## src/rsrd_pkg.sv

```systemverilog
// types, codes and constants shared by the run-length sprite row decoder
package rsrd_pkg;

    // largest value a 9-bit size or clip field can hold
    localparam int DIM_MAX = 511;

    // control byte classes
    localparam logic [7:0] CTRL_FILL = 8'h80;
    localparam logic [7:0] CTRL_SKIP = 8'hC0;
    localparam logic [5:0] RUN_MASK  = 6'h3F;

    // configuration register indexes
    localparam logic [2:0] CFG_SPRITE_WIDTH  = 3'd0;
    localparam logic [2:0] CFG_SPRITE_ROWS   = 3'd1;
    localparam logic [2:0] CFG_PALETTE_BANK  = 3'd2;
    localparam logic [2:0] CFG_CLIP_LEFT     = 3'd3;
    localparam logic [2:0] CFG_CLIP_RIGHT    = 3'd4;
    localparam logic [2:0] CFG_CLIP_TOP      = 3'd5;
    localparam logic [2:0] CFG_MIRROR_ENABLE = 3'd6;

    typedef enum logic [1:0] {
        PH_CONTROL,
        PH_LITERAL,
        PH_FILL
    } t_phase;

    typedef enum logic {
        ST_RUN,
        ST_FILL
    } t_state;

    typedef struct packed {
        logic [8:0] sprite_width;
        logic [8:0] sprite_rows;
        logic [7:0] palette_bank;
        logic [8:0] clip_left;
        logic [8:0] clip_right;
        logic [8:0] clip_top;
        logic       mirror_enable;
    } t_cfg;

    // controller to datapath
    typedef struct packed {
        logic accept;
        logic fill_step;
        logic out_load;
    } t_cmd;

    // datapath to controller
    typedef struct packed {
        logic lit_write;
        logic fill_go;
        logic fill_vis;
        logic fill_done;
    } t_sts;

endpackage

```

## src/rsrd_cfg.sv

```systemverilog
// configuration register file of the sprite row decoder
module rsrd_cfg
    import rsrd_pkg::*;
(
    input  logic       i_clk,
    input  logic       i_rst_n,
    input  logic       i_cfg_we,
    input  logic [2:0] i_cfg_idx,
    input  logic [8:0] i_cfg_data,
    output t_cfg       o_cfg
);

    t_cfg r_cfg;
    t_cfg n_cfg;

    always_comb begin
        n_cfg = r_cfg;
        if (i_cfg_we) begin
            case (i_cfg_idx)
                CFG_SPRITE_WIDTH:  n_cfg.sprite_width  = i_cfg_data;
                CFG_SPRITE_ROWS:   n_cfg.sprite_rows   = i_cfg_data;
                CFG_PALETTE_BANK:  n_cfg.palette_bank  = i_cfg_data[7:0];
                CFG_CLIP_LEFT:     n_cfg.clip_left     = i_cfg_data;
                CFG_CLIP_RIGHT:    n_cfg.clip_right    = i_cfg_data;
                CFG_CLIP_TOP:      n_cfg.clip_top      = i_cfg_data;
                CFG_MIRROR_ENABLE: n_cfg.mirror_enable = i_cfg_data[0];
                default:           n_cfg = r_cfg;
            endcase
        end
    end

    always_ff @(posedge i_clk) begin
        if (!i_rst_n) begin
            r_cfg <= '0;
        end else begin
            r_cfg <= n_cfg;
        end
    end

    assign o_cfg = r_cfg;

endmodule

```

## src/rsrd_ctrl.sv

```systemverilog
// controller: beat acceptance, fill sequencing and output register valid
module rsrd_ctrl
    import rsrd_pkg::*;
(
    input  logic i_clk,
    input  logic i_rst_n,
    input  logic i_valid,
    output logic o_stall,
    output logic o_valid,
    input  logic i_stall,
    input  t_sts i_sts,
    output t_cmd o_cmd
);

    t_state r_state;
    t_state n_state;
    logic   r_oval;
    logic   n_oval;
    logic   out_free;
    t_cmd   cmd;

    assign out_free = !r_oval || !i_stall;

    always_comb begin
        n_state = r_state;
        cmd     = '0;
        case (r_state)
            ST_RUN: begin
                cmd.accept   = i_valid && out_free;
                cmd.out_load = cmd.accept && i_sts.lit_write;
                if (cmd.accept && i_sts.fill_go) begin
                    n_state = ST_FILL;
                end
            end
            ST_FILL: begin
                cmd.fill_step = out_free;
                cmd.out_load  = out_free && i_sts.fill_vis;
                if (out_free && i_sts.fill_done) begin
                    n_state = ST_RUN;
                end
            end
            default: begin
                n_state = ST_RUN;
            end
        endcase
        n_oval = cmd.out_load || (r_oval && i_stall);
    end

    always_ff @(posedge i_clk) begin
        if (!i_rst_n) begin
            r_state <= ST_RUN;
            r_oval  <= 1'b0;
        end else begin
            r_state <= n_state;
            r_oval  <= n_oval;
        end
    end

    assign o_cmd   = cmd;
    assign o_valid = r_oval;
    assign o_stall = !((r_state == ST_RUN) && out_free);

`ifndef SYNTH
    a_fill_entry: assert property (@(posedge i_clk) disable iff (!i_rst_n)
        (cmd.accept && i_sts.fill_go) |=> (r_state == ST_FILL))
        else $error("fill run not entered after colour byte");

    a_no_accept_in_fill: assert property (@(posedge i_clk) disable iff (!i_rst_n)
        (r_state == ST_FILL) |-> !cmd.accept)
        else $error("byte accepted during fill");

    a_load_shows: assert property (@(posedge i_clk) disable iff (!i_rst_n)
        cmd.out_load |=> r_oval)
        else $error("loaded write not presented");
`endif

endmodule

```

## src/rsrd_dp.sv

```systemverilog
// datapath: run decoding, row and column tracking, clipping and output register
module rsrd_dp
    import rsrd_pkg::*;
#(
    parameter int MAX_WIDTH = 512,
    parameter int MAX_ROWS  = 512
) (
    input  logic       i_clk,
    input  logic       i_rst_n,
    input  t_cfg       i_cfg,
    input  logic [7:0] i_stream_byte,
    input  logic       i_sprite_start,
    input  t_cmd       i_cmd,
    output t_sts       o_sts,
    output logic [8:0] o_draw_row,
    output logic [8:0] o_draw_column,
    output logic [7:0] o_pixel_value,
    output logic       o_last_write
);

    localparam int         WCAP  = (MAX_WIDTH > DIM_MAX) ? DIM_MAX : MAX_WIDTH;
    localparam int         RCAP  = (MAX_ROWS > DIM_MAX) ? DIM_MAX : MAX_ROWS;
    localparam logic [8:0] W_CAP = 9'(WCAP);
    localparam logic [8:0] R_CAP = 9'(RCAP);

    // decoder state
    t_phase      r_phase, n_phase, c_phase;
    logic [6:0]  r_lit, n_lit, c_lit;
    logic [5:0]  r_flen, n_flen, c_flen;
    logic [9:0]  r_col, n_col, c_col;
    logic [8:0]  r_row, n_row, c_row;
    logic        r_fin, n_fin, c_fin;

    // fill engine
    logic [9:0]  r_fcol;
    logic [5:0]  r_fleft;
    logic [7:0]  r_colour;
    logic [8:0]  r_frow;

    // output register
    logic [8:0]  r_draw_row;
    logic [8:0]  r_draw_col;
    logic [7:0]  r_pix;
    logic        r_last;

    // window geometry
    logic [8:0]  eff_w;
    logic [8:0]  eff_rows;
    logic [8:0]  skip;
    logic [10:0] vis;
    logic        vis_pos;
    logic [8:0]  win_s;
    logic [9:0]  win_e;
    logic        row_vis;
    logic        col_vis;
    logic [9:0]  lit_d_fwd;
    logic [9:0]  lit_d_rev;
    logic [9:0]  fill_d_fwd;
    logic [9:0]  fill_d_rev;
    logic [10:0] fcol_nxt;
    logic        run_end;
    logic        lit_write;
    logic        fill_go;
    logic        fill_vis;
    logic        fill_done;

    assign eff_w    = (i_cfg.sprite_width > W_CAP) ? W_CAP : i_cfg.sprite_width;
    assign eff_rows = (i_cfg.sprite_rows > R_CAP) ? R_CAP : i_cfg.sprite_rows;
    assign skip     = (i_cfg.clip_top > eff_rows) ? eff_rows : i_cfg.clip_top;
    assign vis      = {2'b00, eff_w} - {2'b00, i_cfg.clip_left} - {2'b00, i_cfg.clip_right};
    assign vis_pos  = !vis[10] && (vis != 11'd0);
    assign win_s    = i_cfg.mirror_enable ? i_cfg.clip_right : i_cfg.clip_left;
    // one past the last source column in the window
    assign win_e    = i_cfg.mirror_enable ? ({1'b0, eff_w} - {1'b0, i_cfg.clip_left})
                                          : ({1'b0, eff_w} - {1'b0, i_cfg.clip_right});

    // start marker clears the decoder before the byte is decoded
    always_comb begin
        c_phase = r_phase;
        c_lit   = r_lit;
        c_flen  = r_flen;
        c_col   = r_col;
        c_row   = r_row;
        c_fin   = r_fin;
        if (i_sprite_start) begin
            c_phase = PH_CONTROL;
            c_lit   = '0;
            c_flen  = '0;
            c_col   = '0;
            c_row   = '0;
            c_fin   = (eff_w == 9'd0) || (eff_rows == 9'd0);
        end
    end

    assign row_vis   = vis_pos && (c_row >= skip);
    assign col_vis   = (c_col >= {1'b0, win_s}) && (c_col < win_e);
    assign lit_d_fwd = c_col - {1'b0, win_s};
    assign lit_d_rev = win_e - 10'd1 - c_col;

    always_comb begin
        n_phase   = c_phase;
        n_lit     = c_lit;
        n_flen    = c_flen;
        n_col     = c_col;
        n_row     = c_row;
        n_fin     = c_fin;
        run_end   = 1'b0;
        lit_write = 1'b0;
        fill_go   = 1'b0;
        if (!c_fin) begin
            case (c_phase)
                PH_LITERAL: begin
                    lit_write = row_vis && col_vis;
                    n_col     = c_col + 10'd1;
                    n_lit     = c_lit - 7'd1;
                    if (n_lit == 7'd0) begin
                        n_phase = PH_CONTROL;
                        run_end = 1'b1;
                    end
                end
                PH_FILL: begin
                    fill_go = row_vis && (c_flen != 6'd0);
                    n_col   = c_col + {4'b0000, c_flen};
                    n_flen  = '0;
                    n_phase = PH_CONTROL;
                    run_end = 1'b1;
                end
                default: begin
                    n_phase = PH_CONTROL;
                    if (i_stream_byte < CTRL_FILL) begin
                        n_lit = i_stream_byte[6:0];
                        if (i_stream_byte != 8'd0) begin
                            n_phase = PH_LITERAL;
                        end else begin
                            run_end = 1'b1;
                        end
                    end else if (i_stream_byte < CTRL_SKIP) begin
                        n_flen  = i_stream_byte[5:0] & RUN_MASK;
                        n_phase = PH_FILL;
                    end else begin
                        n_col   = c_col + {4'b0000, i_stream_byte[5:0] & RUN_MASK};
                        run_end = 1'b1;
                    end
                end
            endcase
            // row closes once the column reaches the width
            if (run_end && (n_col >= {1'b0, eff_w})) begin
                n_col = '0;
                n_row = c_row + 9'd1;
                if ((n_row >= eff_rows) || (n_row == 9'd0)) begin
                    n_fin = 1'b1;
                end
            end
        end
    end

    // fill engine status
    assign fcol_nxt   = {1'b0, r_fcol} + 11'd1;
    assign fill_vis   = (r_fcol >= {1'b0, win_s}) && (r_fcol < win_e);
    assign fill_done  = (r_fleft == 6'd1) || (fcol_nxt >= {1'b0, win_e});
    assign fill_d_fwd = r_fcol - {1'b0, win_s};
    assign fill_d_rev = win_e - 10'd1 - r_fcol;

    always_ff @(posedge i_clk) begin
        if (!i_rst_n) begin
            r_phase <= PH_CONTROL;
            r_lit   <= '0;
            r_flen  <= '0;
            r_col   <= '0;
            r_row   <= '0;
            r_fin   <= 1'b1;
        end else if (i_cmd.accept) begin
            r_phase <= n_phase;
            r_lit   <= n_lit;
            r_flen  <= n_flen;
            r_col   <= n_col;
            r_row   <= n_row;
            r_fin   <= n_fin;
        end
    end

    always_ff @(posedge i_clk) begin
        if (i_cmd.accept) begin
            r_fcol   <= c_col;
            r_fleft  <= c_flen;
            r_colour <= i_stream_byte;
            r_frow   <= c_row - skip;
        end else if (i_cmd.fill_step) begin
            r_fcol  <= fcol_nxt[9:0];
            r_fleft <= r_fleft - 6'd1;
        end
    end

    always_ff @(posedge i_clk) begin
        if (i_cmd.out_load) begin
            if (i_cmd.fill_step) begin
                r_draw_row <= r_frow;
                r_draw_col <= i_cfg.mirror_enable ? fill_d_rev[8:0] : fill_d_fwd[8:0];
                r_pix      <= r_colour + i_cfg.palette_bank;
                r_last     <= fill_done;
            end else begin
                r_draw_row <= c_row - skip;
                r_draw_col <= i_cfg.mirror_enable ? lit_d_rev[8:0] : lit_d_fwd[8:0];
                r_pix      <= i_stream_byte + i_cfg.palette_bank;
                r_last     <= 1'b1;
            end
        end
    end

    assign o_sts.lit_write = lit_write;
    assign o_sts.fill_go   = fill_go;
    assign o_sts.fill_vis  = fill_vis;
    assign o_sts.fill_done = fill_done;

    assign o_draw_row    = r_draw_row;
    assign o_draw_column = r_draw_col;
    assign o_pixel_value = r_pix;
    assign o_last_write  = r_last;

endmodule

```

## src/rle_sprite_row_decoder_clipped.sv

```systemverilog
// top level of the clipped run-length sprite row decoder
//
// channel  direction  handshake          payload
// input    in         i_valid / o_stall  i_stream_byte, i_sprite_start
// output   out        o_valid / i_stall  o_draw_row, o_draw_column, o_pixel_value, o_last_write
// config   in         i_cfg_we           i_cfg_idx, i_cfg_data
//
// control, literal and skipped bytes do not hold off the next byte; a literal pixel lands
// in the output register on the accepting edge
// a colour byte of a non-empty fill on a visible row starts the fill sequencer, which steps
// k pixels, one per cycle while the output is not stalled, until the run ends or passes
// the last window column (k at least 1, at most 63); input is held off until it is done
// synchronous active-low reset clears decoder state, config registers and output valid
// the output register is a single beat; input is taken while it drains, and a stalled
// output holds both the fill sequencer and input acceptance
module rle_sprite_row_decoder_clipped
    import rsrd_pkg::*;
#(
    parameter int MAX_WIDTH = 512,
    parameter int MAX_ROWS  = 512
) (
    input  logic       i_clk,
    input  logic       i_rst_n,
    // stream beats
    input  logic       i_valid,
    output logic       o_stall,
    input  logic [7:0] i_stream_byte,
    input  logic       i_sprite_start,
    // pixel write beats
    output logic       o_valid,
    input  logic       i_stall,
    output logic [8:0] o_draw_row,
    output logic [8:0] o_draw_column,
    output logic [7:0] o_pixel_value,
    output logic       o_last_write,
    // register writes
    input  logic       i_cfg_we,
    input  logic [2:0] i_cfg_idx,
    input  logic [8:0] i_cfg_data
);

    t_cfg cfg;
    t_cmd cmd;
    t_sts sts;

    // live register values, read every cycle
    rsrd_cfg u_cfg (
        .i_clk      (i_clk),
        .i_rst_n    (i_rst_n),
        .i_cfg_we   (i_cfg_we),
        .i_cfg_idx  (i_cfg_idx),
        .i_cfg_data (i_cfg_data),
        .o_cfg      (cfg)
    );

    // run/fill sequencing and output valid
    rsrd_ctrl u_ctrl (
        .i_clk   (i_clk),
        .i_rst_n (i_rst_n),
        .i_valid (i_valid),
        .o_stall (o_stall),
        .o_valid (o_valid),
        .i_stall (i_stall),
        .i_sts   (sts),
        .o_cmd   (cmd)
    );

    // decoding, clipping window and the write register
    rsrd_dp #(
        .MAX_WIDTH (MAX_WIDTH),
        .MAX_ROWS  (MAX_ROWS)
    ) u_dp (
        .i_clk          (i_clk),
        .i_rst_n        (i_rst_n),
        .i_cfg          (cfg),
        .i_stream_byte  (i_stream_byte),
        .i_sprite_start (i_sprite_start),
        .i_cmd          (cmd),
        .o_sts          (sts),
        .o_draw_row     (o_draw_row),
        .o_draw_column  (o_draw_column),
        .o_pixel_value  (o_pixel_value),
        .o_last_write   (o_last_write)
    );

endmodule
```

## config.mk

```make
export PLATFORM = sky130hd
export DESIGN_NAME = rle_sprite_row_decoder_clipped
export DESIGN_NICKNAME = d
export VERILOG_FILES = /design/src/rsrd_pkg.sv /design/src/rsrd_cfg.sv /design/src/rsrd_ctrl.sv /design/src/rsrd_dp.sv /design/src/rle_sprite_row_decoder_clipped.sv
export SDC_FILE = /design/constraint.sdc
export NUM_CORES = 1
export LEC_CHECK = 0
export ABC_CLOCK_PERIOD_IN_PS = 12500
export BUFFER_PORTS_ARGS = -buffer_cell sky130_fd_sc_hd__buf_2
export CORE_MARGIN = 4
export CORE_UTILIZATION = 45
export CTS_CLUSTER_SIZE = 40
export DETAILED_ROUTE_END_ITERATION = 6
export GPL_TIMING_DRIVEN = 0
export PLACE_DENSITY_LB_ADDON = 0.3
export SLEW_MARGIN = 20
export SYNTH_ARGS = -nofsm -noshare
export SYNTH_HDL_FRONTEND = slang
export SYNTH_SLANG_ARGS = --single-unit
```

## constraint.sdc

```tcl
create_clock -name i_clk -period 12.5 [get_ports i_clk]
set_input_delay 1.25 -clock i_clk [delete_from_list [all_inputs] [get_ports i_clk]]
set_output_delay 1.25 -clock i_clk [all_outputs]
set_load 0.02 [all_outputs]
```

==> metrics.txt <==
CTS tree=yes; max incr delay on CP=480 ps; Seq cells post-synth=151; r2r worst-path depth=23; Slew HR=0.3588; most frequent cells in the layout=210 x nand2_1, 155 x ha_1, 104 x inv_1; Slowest cell on crit path=clkinv_1; crit path capture type=flip-flop; Worst Tran Pin Value=961.8 ps; GPL Wtd Cong=1.002; RSZ-0062 raised after global routing=no; Core Rows=60; clk sinks=151; root buffer cell=clkbuf_16; CP most frequent cell=a21oi_1; R2R Setup Slk=6810 ps; outcome=finished clean; yosys synthesis warning count=0; Final Skew=15.03 ps; power density over the cells=108.9 mW/mm2; Max Cap Viol=0; Tcrit/Tclk final=0.5581; WP data required=12870 ps; area share of the largest cell type after synthesis=0.1564; initial antenna violation count=1; GRT Total Usage=0.2333; Post-synth EDFFs=60; Die Area=0.03027 mm2; final setup violation count=0; worst hold path depth=2; dominant cell type by area after synthesis=ha_1; layout cell share with drive strength beyond 1=0.07767; Seq/Total Area, Yosys=0.2922; # Post-CTS Setup Buffers=0; final core utilization=0.5070; min Tclk post-route=6977 ps; Initial Util=0.4588; Antenna Nets Post-Route=0; drc violations=0; num ports=55; Total Nets Final=1724; global-route wire length before repair=56.72 mm; Max clock buf depth=2; initial drt markers=742; Fmax achieved=143.3 MHz; CTS Buf Count=17; Mapped Area=0.01240 mm2; via density per instance=5.683; CTS resizes=0; Final Hold Vio Count=0; Setup WS pre-CTS=5219 ps; vias in the first global route=10494; maximum number of pins on one net before global-route repair=27; Placed Instances=1854; Post-Syn Instances=1457; hold buffer count at CTS=0; critical path data arrival time=7350 ps; Syn Area/Cell=8.510 um2; crit-path max FO=10; post-DP HPWL=27.94 mm; maximum vdd drop=0.08378 mV; clk_lat worst skew=440 ps; Netlist cell types=76; fin. max-slew vios=0; LEAKAGE=5.619 nW; aggregate negative setup slack=0 ps; worst hold-check path type=reg2reg; die height=174.0 um; final hold slack=468.8 ps; WL final=35.34 mm; Setup CP Type=in2reg; Top FF cell, synth=dfxtp_1; crit path launch type=primary input; # port buffers=51; via count=10723; post-route setup slack=5523 ps; asr flop ratio synth=0; top cells by area, synth=ha_1 16%, dfxtp_1 15%, edfxtp_1 15%; clk slew on worst S/H paths=70 ps; fill count=2579; synthesis-to-finish area growth=10.51%; grt total ovfl=0; Layout Cells excl Fill=1887; Die Wd=174.0 um; DR pass1 iterations=6; commonest non-fill, non-tap cell in the layout=nand2_1; CORE AREA=0.02703 mm2; DR WL/cell=18.73 um; syn_nets=1649; H-Tree Depth=4
[synth_stat cells (25+ instances only)]
cell type  number
xnor2_1        62
nor2b_1        55
edfxtp_1       60
nand2_1       210
a21boi_0       58
xor2_1         27
a21oi_1        80
nor3_1         25
dfxtp_1        91
nor2_1         86
inv_1         104
ha_1          155
nand3_1        33
clkbuf_1       44
a21o_1         27
o21ai_0        74
[layout make-up]
| cell class | count | area (um2) | share of cell area |
|---|---|---|---|
| multi-input combinational | 1149 | 8185 | 0.5973 |
| sequential | 151 | 3623 | 0.2644 |
| clock buffer | 19 | 454.2 | 0.03314 |
| tap | 341 | 426.7 | 0.03114 |
| inverter | 106 | 397.9 | 0.02904 |
| timing repair buffer | 56 | 282.8 | 0.02064 |
| buffer | 51 | 201.4 | 0.01470 |
| clock inverter | 13 | 128.9 | 0.009405 |
| antenna | 1 | 2.502 | 0.0001826 |
[through the flow]
stage               power [mW]  cell area, um2
global placement        0.9717           13080
finish                   1.492           13700
detailed placement      0.9812           13120
global route             1.572           13700
CTS                      1.496           13700
floorplan               0.8808           12400
[worst max-delay path, delay by kind of cell]
family / cells / cell delay [ps]
AO/OA/AOI/OAI: 9 / 1870
XOR/XNOR: 1 / 160
adder cells (fa/ha/maj): 3 / 1020
buffers and inverters: 6 / 1720
AND/OR/NAND/NOR: 7 / 1310
[where the power goes]
| group | total (mW) | internal [mW] | leakage (nW) | switching [mW] |
|---|---|---|---|---|
| Clock | 0.516 | 0.276 | 0.286 | 0.241 |
| Combinational | 0.432 | 0.193 | 4.02 | 0.240 |
| Sequential | 0.543 | 0.531 | 1.31 | 0.0123 |
| Total | 1.49 | 0.999 | 5.62 | 0.493 |
[per-layer routing]
metal | share of wire | track usage
met2 | 0.46 | 0.3855
met4 | 0.045 | 0.1043
met5 | 0 | 0
met3 | 0.057 | 0.02958
met1 | 0.44 | 0.3064
[sequential cells by signal, summed over array words and instances, names as in the netlist]
signal	cells
u_cfg.o_cfg	54
u_dp.r_col	10
u_dp.r_fcol	10
u_dp.o_draw_column	9
u_dp.o_draw_row	9
u_dp.r_frow	9
u_dp.r_row	9
u_dp.o_pixel_value	8
u_dp.r_colour	8
u_dp.r_lit	7
u_dp.r_fleft	6
u_dp.r_flen	6
u_dp.r_phase	2
u_ctrl.o_valid	1
u_ctrl.r_state	1
u_dp.o_last_write	1
u_dp.r_fin	1
[kinds of logic (layout without fill, tap and decap cells)]
kind of cell / Yosys count / in the layout / synth area share
AND/OR/NAND/NOR: 492 / 492 / 0.1865
flip-flops: 151 / 151 / 0.2922
adder cells (fa/ha/maj): 166 / 166 / 0.1742
multiplexers: 39 / 39 / 0.03744
XOR/XNOR: 91 / 91 / 0.06650
AO/OA/AOI/OAI: 361 / 361 / 0.1950
other: 0 / 1 / 0
buffers and inverters: 157 / 245 / 0.04823
[path summary, 6_finish.rpt]
check,endpoint,startpoint
max reg2reg,u_dp.o_draw_row[3],u_cfg.o_cfg[37]
min reg2reg,u_dp.r_col[0],u_dp.r_col[0]
min,u_dp.r_col[0],u_dp.r_col[0]
max,u_dp.r_col[8],i_sprite_start
No activity file was read; power rests on OpenSTA's default activity.
